===== config.mk =====
export PLATFORM = sky130hd
export DESIGN_NAME = crc16_ack_frame_checker_core
export DESIGN_NICKNAME = d
export VERILOG_FILES = /design/src/rtl/crcfc_pkg.sv /design/src/rtl/crcfc_fsm.sv /design/src/rtl/crc16_ack_frame_checker_core.sv
export SDC_FILE = /design/constraint.sdc
export NUM_CORES = 1
export LEC_CHECK = 0
export ABC_AREA = 1
export ABC_CLOCK_PERIOD_IN_PS = 2600
export CORE_MARGIN = 2
export CORE_UTILIZATION = 64
export CTS_CLUSTER_SIZE = 40
export DETAILED_ROUTE_END_ITERATION = 6
export DONT_BUFFER_PORTS = 1
export GPL_ROUTABILITY_DRIVEN = 0
export HOLD_SLACK_MARGIN = 0.1
export PLACE_DENSITY = 0.88
export SYNTH_ARGS = -nofsm -noshare
export SYNTH_HDL_FRONTEND = slang
export SYNTH_SLANG_ARGS = --single-unit

===== constraint.sdc =====
create_clock -name clk -period 2.6 [get_ports clk]
set_input_delay 0.52 -clock clk [delete_from_list [all_inputs] [get_ports clk]]
set_output_delay 0.52 -clock clk [all_outputs]
set_load 0.005 [all_outputs]

===== src/rtl/crcfc_pkg.sv =====
`default_nettype none

package crcfc_pkg;

  localparam logic [7:0]  START_BYTE  = 8'h02;
  localparam logic [15:0] CRC_POLY    = 16'h1021;
  localparam logic [8:0]  MAX_PAYLOAD = 9'd256;

  localparam logic ACT_BYTE    = 1'b0;
  localparam logic ACT_RESTART = 1'b1;

  localparam logic [1:0] ST_GOOD       = 2'd0;
  localparam logic [1:0] ST_BAD_HEADER = 2'd1;
  localparam logic [1:0] ST_BAD_CRC    = 2'd2;

  typedef enum logic [2:0] {
    PH_HUNT   = 3'd0,
    PH_ZERO_A = 3'd1,
    PH_ZERO_B = 3'd2,
    PH_LEN    = 3'd3,
    PH_DATA   = 3'd4,
    PH_CRC_HI = 3'd5,
    PH_CRC_LO = 3'd6
  } phase_t;

  typedef struct packed {
    logic       action;
    logic [7:0] rx_byte;
  } in_t;

  typedef struct packed {
    logic       payload_valid;
    logic [7:0] payload_byte;
    logic [7:0] payload_index;
    logic       frame_done;
    logic [1:0] frame_status;
  } out_t;

  function automatic logic [15:0] crc_byte(input logic [15:0] crc, input logic [7:0] b);
    logic [15:0] c;
    logic        fb;
    c = crc;
    for (int k = 7; k >= 0; k--) begin
      fb = c[15] ^ b[k];
      c  = {c[14:0], 1'b0};
      if (fb) begin
        c = c ^ CRC_POLY;
      end
    end
    return c;
  endfunction

endpackage

`default_nettype wire


===== src/rtl/crcfc_fsm.sv =====
`default_nettype none

module crcfc_fsm (
  input  wire logic           clk,
  input  wire logic           rst,
  input  wire logic           step,
  input  wire crcfc_pkg::in_t item,
  output crcfc_pkg::out_t     res
);
  import crcfc_pkg::*;

  phase_t      phase, phase_next;
  logic [8:0]  byte_count, byte_count_next;
  logic [8:0]  payload_length, payload_length_next;
  logic [15:0] running_crc, running_crc_next;
  logic [7:0]  crc_high_received, crc_high_received_next;
  logic        header_bad, header_bad_next;

  logic [7:0]  b;
  logic [15:0] crc_upd;
  logic [8:0]  count_inc;

  assign b         = item.rx_byte;
  assign crc_upd   = crc_byte(running_crc, b);
  assign count_inc = byte_count + 9'd1;

  always_ff @(posedge clk) begin
    if (rst) begin
      phase             <= PH_HUNT;
      byte_count        <= '0;
      payload_length    <= '0;
      running_crc       <= '0;
      crc_high_received <= '0;
      header_bad        <= 1'b0;
    end else if (step) begin
      phase             <= phase_next;
      byte_count        <= byte_count_next;
      payload_length    <= payload_length_next;
      running_crc       <= running_crc_next;
      crc_high_received <= crc_high_received_next;
      header_bad        <= header_bad_next;
    end
  end

  always_comb begin
    phase_next             = phase;
    byte_count_next        = byte_count;
    payload_length_next    = payload_length;
    running_crc_next       = running_crc;
    crc_high_received_next = crc_high_received;
    header_bad_next        = header_bad;
    res                    = '0;
    if (item.action == ACT_RESTART) begin
      phase_next             = PH_HUNT;
      byte_count_next        = '0;
      payload_length_next    = '0;
      running_crc_next       = '0;
      crc_high_received_next = '0;
      header_bad_next        = 1'b0;
    end else begin
      case (phase)
        PH_ZERO_A: begin
          if (b != 8'd0) begin
            header_bad_next = 1'b1;
          end
          phase_next = PH_ZERO_B;
        end
        PH_ZERO_B: begin
          if (b != 8'd0) begin
            header_bad_next = 1'b1;
          end
          running_crc_next = crc_upd;
          phase_next       = PH_LEN;
        end
        PH_LEN: begin
          payload_length_next = (b == 8'd0) ? MAX_PAYLOAD : {1'b0, b};
          running_crc_next    = crc_upd;
          byte_count_next     = '0;
          phase_next          = PH_DATA;
        end
        PH_DATA: begin
          res.payload_valid = 1'b1;
          res.payload_byte  = b;
          res.payload_index = byte_count[7:0];
          running_crc_next  = crc_upd;
          byte_count_next   = count_inc;
          if (count_inc >= payload_length) begin
            phase_next = PH_CRC_HI;
          end
        end
        PH_CRC_HI: begin
          crc_high_received_next = b;
          phase_next             = PH_CRC_LO;
        end
        PH_CRC_LO: begin
          res.frame_done = 1'b1;
          if (header_bad) begin
            res.frame_status = ST_BAD_HEADER;
          end else if (crc_high_received != running_crc[15:8] || b != running_crc[7:0]) begin
            res.frame_status = ST_BAD_CRC;
          end else begin
            res.frame_status = ST_GOOD;
          end
          phase_next             = PH_HUNT;
          byte_count_next        = '0;
          payload_length_next    = '0;
          running_crc_next       = '0;
          crc_high_received_next = '0;
          header_bad_next        = 1'b0;
        end
        default: begin
          if (b == START_BYTE) begin
            phase_next             = PH_ZERO_A;
            byte_count_next        = '0;
            payload_length_next    = '0;
            running_crc_next       = '0;
            crc_high_received_next = '0;
            header_bad_next        = 1'b0;
          end else begin
            phase_next = PH_HUNT;
          end
        end
      endcase
    end
  end

  a_done_returns_to_hunt: assert property (@(posedge clk) disable iff (rst)
    step && res.frame_done |=> phase == PH_HUNT)
    else $error("frame end did not return to hunting");

  a_payload_only_in_data: assert property (@(posedge clk) disable iff (rst)
    step && res.payload_valid |-> phase == PH_DATA && item.action == ACT_BYTE)
    else $error("payload item outside data phase");

  a_data_count_in_range: assert property (@(posedge clk) disable iff (rst)
    phase == PH_DATA |-> byte_count < payload_length)
    else $error("payload count ran past length");

endmodule

`default_nettype wire


===== src/rtl/crc16_ack_frame_checker_core.sv =====
`default_nettype none
// Reply-frame checker: takes one received serial byte (or a restart) per input
// item and returns exactly one result item for each.
// Input channel in_valid/in_ready/in_data carries action and rx_byte; output
// channel out_valid/out_ready/out_data carries the payload byte with its index
// and, on the low CRC byte, the frame verdict (good, bad header, CRC mismatch).
// Frame: start byte 0x02, two zero bytes, length (0 means 256), payload, then a
// big-endian CRC-16 (poly 0x1021, init 0) over the second zero byte, the
// length and the payload.
// Latency: the result is presented in the cycle after the item is accepted.
// Throughput: one item per cycle while the receiver does not stall; the byte-wide CRC
// update and phase logic sit between the accepting edge and the result register.
// Reset (rst, synchronous) returns to hunting with an empty result register.
// When the receiver stalls, the result register holds and in_ready stays high
// only while that register is empty or being drained in the same cycle.
module crc16_ack_frame_checker_core (
  input  wire logic            clk,
  input  wire logic            rst,
  input  wire logic            in_valid,
  output logic                 in_ready,
  input  wire crcfc_pkg::in_t  in_data,
  output logic                 out_valid,
  input  wire logic            out_ready,
  output crcfc_pkg::out_t      out_data
);
  import crcfc_pkg::*;

  logic step;
  out_t res;

  assign in_ready = !out_valid || out_ready;
  assign step     = in_valid && in_ready;

  crcfc_fsm u_fsm (
    .clk  (clk),
    .rst  (rst),
    .step (step),
    .item (in_data),
    .res  (res)
  );

  always_ff @(posedge clk) begin
    if (rst) begin
      out_valid <= 1'b0;
    end else if (step) begin
      out_valid <= 1'b1;
    end else if (out_ready) begin
      out_valid <= 1'b0;
    end
  end

  always_ff @(posedge clk) begin
    if (step) begin
      out_data <= res;
    end
  end

  a_accept_gives_result: assert property (@(posedge clk) disable iff (rst)
    step |=> out_valid)
    else $error("accepted item produced no result");

  a_restart_result_zero: assert property (@(posedge clk) disable iff (rst)
    step && in_data.action == ACT_RESTART |=> out_data == '0)
    else $error("restart result not all zero");

  a_empty_means_ready: assert property (@(posedge clk) disable iff (rst)
    !out_valid |-> in_ready)
    else $error("input stalled with empty result register");

endmodule

`default_nettype wire


==> qor.log, run 1 <==
INFO  synth          synth_cells=563
INFO  route          avgViaCountPerCell=5.69
INFO  global_routing initial_antenna_violation_count=0
INFO  synth          syn_area=3960um2
INFO  timing         timing.final.max_slew_violations=0
INFO  clock_tree     clock_sinks=67
INFO  timing         layout_worst_path_cycle_share=0.909
INFO  global_routing groute.layer.met1.usage=0.386
INFO  floorplan      ios=35
INFO  timing         relSlewSlack=0.616
INFO  timing         timing.final.ws_setup=0.236ns
INFO  global_routing grt_pass1_wl=15800um
INFO  timing         finalCriticalPeriod=2.36ns
INFO  global_routing grt_util_met3=0.0587
INFO  clock_tree     clkTransAtPathRegs=0.08ns
INFO  route          drt_first_iter_violations=317
INFO  layout         nets=581
INFO  placed_design  place_hpwl=6580um
INFO  pwr            power.density=565nW/um2
INFO  floorplan      die_width=82.7um
INFO  synth          synth.cells.most_frequent=nand2_1, nor2_1, inv_1, nand3_1, dfxtp_1
INFO  floorplan      floorplan.initialDensity=0.665
INFO  clock_tree     htree_levels=3
INFO  synth          register_bit_total_from_synthesis=67
INFO  floorplan      chipHeight=82.7um
INFO  synth          yosys.cell_count.top_type=nand2_1
INFO  clock_tree     numCtsBuffers=9
INFO  global_routing busiest_layer=met2
INFO  global_routing global_routing_usage_summed_across_all_routing_layers=0.301
INFO  placed_design  portBuffers=0
INFO  global_routing grt_max_degree=30
INFO  critical_path  crit_path_end_kind=flop
INFO  global_routing grt.met2_usage=0.485
INFO  timing         setup_total_negative_slack=0ns
INFO  synth          post_synth.cell_area_avg=7.04um2
INFO  synth          synth_fp_nets=586
INFO  critical_path  worstPathMaxFanout=6
INFO  route          routed_via_count=3629
INFO  critical_path  worst_ep_required_time=2.85ns
INFO  timing         holdWs=0.215ns
INFO  synth          ys_types=36
INFO  synth          synth.top_cell.area_share=0.237
INFO  timing         setup_viol=0
INFO  pwr            peakVddDrop=0.360mV
INFO  global_routing global_route.overflow_total=0
INFO  clock_tree     clk_root_buffer_cell=clkbuf_8
INFO  synth          async_reset_ff_frac=0
INFO  timing         worst_clock_skew=0.00885ns
INFO  timing         rsz0062_at_grt=no
INFO  route          route.detailed.drc=0
INFO  timing         timing_hold_violations_final=0
INFO  critical_path  worst_ep_arrival_time=2.61ns
INFO  flow_run       cap_viol_max_count=0
INFO  route          avgRoutedWirePerCell=14.6um
INFO  floorplan      num_rows=28
INFO  pwr            power.static_leakage=1.84nW
INFO  synth          synth-seq-area-share=0.389
INFO  layout         layout-area-overhead-vs-synth=5.46%
INFO  layout         layout-drive-gt1-share=0.0853
INFO  min_path       type_of_the_most_critical_hold_path=input pin to flop
INFO  critical_path  start_kind=flop
INFO  outcome        status=complete, no violations
INFO  clock_tree     cts_tree=built
INFO  synth          synth_top_cells_by_area=dfxtp_1, edfxtp_1, nand2_1
INFO  synth          yosysTopAreaCell=dfxtp_1
INFO  timing         worst_pin_slew=0.572ns
INFO  layout         antennaDiodeCount=0
INFO  timing         timing.fmax=423MHz
INFO  placed_design  place_worst_setup_slack=0.122ns
INFO  synth          number_of_warnings_reported_in_the_yosys_synthesis_log=0
INFO  route          finalWirelength=9340um
INFO  clock_tree     clock_latency=0.35ns
INFO  route          drt_first_pass_iters=5
INFO  critical_path  criticalPathCategory=flop to flop
INFO  synth          synth-edff-count=20
INFO  global_routing number_of_global_route_vias_before_repair=3477
INFO  floorplan      fp.dieArea=6840um2
INFO  clock_tree     max-clock-path-buffers=2
INFO  synth          predominant_post_synthesis_flop_cell=dfxtp_1
INFO  floorplan      core_region_area=5960um2
INFO  critical_path  timing.reg2reg.setup_slack=0.24ns
INFO  route          postRouteAntennaNets=0
## stage by stage
stage                     std cells  total power [W]  area, um2   util
final                           638          0.00236       4180  0.702
after CTS                       638          0.00236       4160  0.698
after floorplan                 563          0.00149       3960      -
after global routing            638          0.00247       4180  0.702
after detailed placement        622          0.00154       3980  0.668
after global placement          622          0.00152       3980  0.668
## path summary, 6_finish.rpt
kind | startpoint | cells after the start | to
max reg2reg | u_fsm.byte_count[0]$_SDFFE_PP0P_ | 17 | u_fsm.phase[0]$_SDFFE_PP0P_
min reg2reg | u_fsm.byte_count[8]$_SDFFE_PP0P_ | 2 | u_fsm.byte_count[8]$_SDFFE_PP0P_
min | rst | 1 | u_fsm.byte_count[1]$_SDFFE_PP0P_
max | u_fsm.byte_count[0]$_SDFFE_PP0P_ | 17 | u_fsm.phase[0]$_SDFFE_PP0P_
## routing by layer
metal	routed length, um	part of all wire
met2	4440	0.48
met4	234	0.025
met1	3960	0.42
met3	710	0.076
met5	0	0
## flip-flops by register name, summed over array words and instances (netlist names)
| name | count |
|---|---|
| out_data | 20 |
| out_valid | 1 |
| u_fsm.byte_count | 9 |
| u_fsm.crc_high_received | 8 |
| u_fsm.header_bad | 1 |
| u_fsm.payload_length | 9 |
| u_fsm.phase | 3 |
| u_fsm.running_crc | 16 |
## cells by family after synthesis
family,Yosys count,synth area share
flops,67,0.389
fa+ha+maj,10,0.0316
xor+xnor,23,0.0508
compound gates,49,0.0704
buf+inv,93,0.0947
simple gates,321,0.363
## what timing repair did
item | CTS | global route
endpoints found under the setup margin | 0 | 3
hold buffers | 0 | 0
resized for setup | 0 | 7
buffers inserted | 0 | 0
## layout make-up
type,instances,area (um2)
inverter,75,282
multi-input combinational,403,2060
tap,75,93.8
clock inverter,3,38.8
clock buffer,13,139
fill,476,1780
sequential,67,1550
timing repair buffer,2,15.0
## critical path, cell delays in order (launching register included)
cell and delay, ns:
dfxtp_4 0.38, ha_1 0.21, nand3_2 0.15, nor3_4 0.22, nand2_1 0.07, nand2_1 0.08, nand2_1 0.08, ha_1 0.32
nand2_1 0.09, nor2_1 0.06, nand3_1 0.06, nand2_1 0.05, nor2_1 0.14, nand2_1 0.08, nand2_2 0.10, nand2_1 0.06
nand2_1 0.05, nor2_1 0.05
## power by group
part / switching [W] / internal, W / total, W
Sequential: 0.0000342 / 0.00112 / 0.00116
Combinational: 0.000248 / 0.000118 / 0.000366
Clock: 0.000398 / 0.000440 / 0.000838
## cells in the final DEF (no fill, tap or decap), types with 10 or more instances in the layout
cell type	instances
nand2_1	147
nor2_1	74
inv_1	64
nand3_1	60
dfxtp_1	45
a21oi_1	36
edfxtp_1	20
xor2_1	16
nand4_1	11
inv_2	10
ha_1	10
Note: power is estimated with default switching activity, not from simulation.
==> run 2: changes to the inputs <==
--- a/config.mk
+++ b/config.mk
@@ -7,7 +7,8 @@
 export LEC_CHECK = 0
 export ABC_AREA = 1
 export ABC_CLOCK_PERIOD_IN_PS = 2600
-export CORE_MARGIN = 2
+export CORE_ASPECT_RATIO = 0.9
+export CORE_MARGIN = 4
 export CORE_UTILIZATION = 64
 export CTS_CLUSTER_SIZE = 40
 export DETAILED_ROUTE_END_ITERATION = 6
@@ -15,6 +16,7 @@
 export GPL_ROUTABILITY_DRIVEN = 0
 export HOLD_SLACK_MARGIN = 0.1
 export PLACE_DENSITY = 0.88
+export REMOVE_ABC_BUFFERS = 1
 export SYNTH_ARGS = -nofsm -noshare
 export SYNTH_HDL_FRONTEND = slang
 export SYNTH_SLANG_ARGS = --single-unit
==> run 2 against run 1 <==
Total power increased by 1.8%. Global-route usage decreased by 4.4 points. Maximum frequency is 2.1% lower. Setup slack worse by 0.050 ns. Wire length shrank 1.6%. Sequential power about the same. Utilization grew 1.2 points. Clock power is 4.3% higher. Flip-flop and latch count stayed put. First-iteration DRC count grew 39%. Clock skew decreased by 0.0048 ns. Via count up 0.77%. Largest cell class unchanged. Largest power group unchanged.
==> qor.log, run 2 (same netlist as run 1, synthesis figures left out) <==
INFO  timing         setup_viol=0 [unchanged]
INFO  timing         timing.final.ws_setup=0.186ns [was 0.236 ns]
INFO  critical_path  worst_ep_required_time=2.86ns [was 2.85 ns]
INFO  layout         layout_top_registers=out_data x20, u_fsm.running_crc x16 [unchanged]
INFO  clock_tree     clkTransAtPathRegs=0.07ns [was 0.08 ns]
INFO  placed_design  dpl.cell_count=617 [was 622]
INFO  global_routing number_of_global_route_vias_before_repair=3154 [was 3477]
INFO  critical_path  worst_ep_arrival_time=2.67ns [was 2.61 ns]
INFO  route          route.detailed.drc=0 [unchanged]
INFO  layout         commonest_non_fill_non_tap_cell_in_the_layout=nand2_1 [unchanged]
INFO  floorplan      ios=35 [unchanged]
INFO  floorplan      num_rows=26 [was 28]
INFO  clock_tree     clock_sinks=67 [unchanged]
INFO  route          postRouteAntennaNets=0 [unchanged]
INFO  layout         layout-area-overhead-vs-synth=5.46% [unchanged]
INFO  global_routing initial_antenna_violation_count=0 [unchanged]
INFO  outcome        status=complete, no violations [unchanged]
INFO  floorplan      fp.dieArea=7520um2 [was 6840 um2]
INFO  route          drt_first_iter_violations=440 [was 317]
INFO  floorplan      chipHeight=82.7um [about the same]
INFO  floorplan      floorplan.initialDensity=0.677 [was 0.665]
INFO  global_routing grt_max_degree=30 [unchanged]
INFO  clock_tree     numCtsBuffers=9 [unchanged]
INFO  layout         layout.cells.most_common_list=nand2_1, nor2_1, inv_1 [unchanged]
INFO  timing         rsz0062_at_grt=no [unchanged]
INFO  pwr            report.power.total=0.00240W [was 0.00236 W]
INFO  layout         largest_register_ffs=20 [unchanged]
INFO  placed_design  portBuffers=0 [unchanged]
INFO  clock_tree     clock_latency=0.36ns [was 0.35 ns]
INFO  timing         worst_clock_skew=0.00407ns [was 0.00885 ns]
INFO  global_routing global_routing_usage_summed_across_all_routing_layers=0.257 [was 0.301]
INFO  timing         timing.fmax=414MHz [was 423 MHz]
INFO  pwr            power.static_leakage=1.83nW [was 1.84 nW]
INFO  critical_path  criticalPathCategory=flop to flop [unchanged]
INFO  route          avgRoutedWirePerCell=14.5um [was 14.6 um]
INFO  placed_design  place_worst_setup_slack=0.0966ns [was 0.122 ns]
INFO  clock_tree     cts_tree=built [unchanged]
INFO  route          drt_first_pass_iters=5 [unchanged]
INFO  layout         antennaDiodeCount=0 [unchanged]
INFO  layout         layout-drive-gt1-share=0.0888 [was 0.0853]
INFO  placed_design  placedInstanceArea=3970um2 [was 3980 um2]
INFO  layout         layout.cells.non_filler=633 [was 638]
INFO  timing         timing.final.max_slew_violations=0 [unchanged]
INFO  pwr            power.density=575nW/um2 [was 565 nW/um2]
INFO  clock_tree     clk_root_buffer_cell=clkbuf_8 [unchanged]
INFO  min_path       type_of_the_most_critical_hold_path=input pin to flop [unchanged]
INFO  timing         setup_total_negative_slack=0ns [unchanged]
INFO  route          routed_via_count=3657 [was 3629]
INFO  critical_path  worstPathMaxFanout=6 [unchanged]
INFO  global_routing global_route.overflow_total=0 [unchanged]
INFO  floorplan      core_region_area=5860um2 [was 5960 um2]
INFO  global_routing grt_pass1_wl=15100um [was 15800 um]
INFO  timing         worst_pin_slew=0.650ns [was 0.572 ns]
INFO  critical_path  start_kind=flop [unchanged]
INFO  layout         nets=581 [unchanged]
INFO  route          finalWirelength=9190um [was 9340 um]
INFO  timing         timing_hold_violations_final=0 [unchanged]
INFO  clock_tree     postCtsSetupRepairBufs=0 [unchanged]
INFO  layout         fin_area=4180um2 [unchanged]
INFO  timing         finalCriticalPeriod=2.41ns [was 2.36 ns]
INFO  clock_tree     post_cts_hold_buffer_count=0 [unchanged]
INFO  timing         layout_worst_path_cycle_share=0.928 [was 0.909]
INFO  critical_path  crit_path_end_kind=flop [unchanged]
INFO  clock_tree     max-clock-path-buffers=2 [unchanged]
INFO  timing         relSlewSlack=0.566 [was 0.616]
INFO  pwr            peakVddDrop=0.323mV [was 0.360 mV]
INFO  placed_design  place_hpwl=6650um [was 6580 um]
INFO  flow_run       cap_viol_max_count=0 [unchanged]
INFO  clock_tree     htree_levels=3 [unchanged]
INFO  layout         top_register=out_data [unchanged]
INFO  route          avgViaCountPerCell=5.78 [was 5.69]
INFO  floorplan      die_width=90.9um [was 82.7 um]
==> run 2: area by class of cell <==
| cell class | count | area [um2] |
|---|---|---|
| fillers | 465 | 1680 |
| repair buffers | 2 | 15.0 |
| well taps | 70 | 87.6 |
| clock inverters | 7 | 77.6 |
| inverters | 75 | 282 |
| flip-flops and latches | 67 | 1540 |
| multi-input cells | 403 | 2050 |
| clock buffers | 9 | 124 |
==> run 2: repair_timing <==
| action | 4_1_cts | 5_1_grt |
|---|---|---|
| endpoints found under the hold margin | 0 | 0 |
| endpoints found under the setup margin | 0 | 3 |
| resized for setup | 0 | 2 |
==> run 2: worst paths after layout <==
path | startpoint | to | slack (ns) | cells past startpoint
worst max-delay path | u_fsm.byte_count[0]$_SDFFE_PP0P_ | u_fsm.phase[2]$_SDFFE_PP0P_ | 0.19 | 17
worst max register to register | u_fsm.byte_count[0]$_SDFFE_PP0P_ | u_fsm.phase[2]$_SDFFE_PP0P_ | 0.19 | 17
worst min-delay path | rst | u_fsm.running_crc[5]$_SDFFE_PP0P_ | 0.22 | 1
worst min register to register | u_fsm.byte_count[8]$_SDFFE_PP0P_ | u_fsm.byte_count[8]$_SDFFE_PP0P_ | 0.47 | 2
==> run 2: critical path, stage by stage, from the launching register on <==
cell and delay [ns]:
dfxtp_2 0.39, ha_1 0.21, nand3_1 0.16, nor3_2 0.21
nand2_1 0.09, nand2_1 0.07, nand2_1 0.06, ha_1 0.32
nand2_1 0.10, nor2_1 0.06, nand3_1 0.06, nand2_1 0.05
nor2_1 0.12, nand2_1 0.07, nand2_1 0.13, nand2_1 0.09
nand2_1 0.07, nor2_1 0.06
==> run 2: stage by stage <==
step	hold slack, ns	util
after floorplan	0.443	-
after global placement	0.460	0.678
after detailed placement	0.459	0.678
after CTS	0.210	0.713
after global routing	0.196	0.714
final	0.221	0.714
==> run 2: layer usage <==
layer | track usage | vias up | wire length (um)
li1 | - | 1794 | -
met1 | 0.358 | 1644 | 4060
met2 | 0.375 | 204 | 3740
met3 | 0.0951 | 15 | 1250
met4 | 0.0708 | 0 | 137
met5 | 0 | - | 0
==> run 2: report_power, final <==
| group | switching [W] | internal (W) | leakage [nW] | total (W) |
|---|---|---|---|---|
| logic | 0.000253 | 0.000118 | 1.15 | 0.000371 |
| clock network | 0.000426 | 0.000448 | 0.0998 | 0.000874 |
| registers | 0.0000338 | 0.00112 | 0.586 | 0.00116 |
| total | 0.000713 | 0.00169 | 1.83 | 0.00240 |
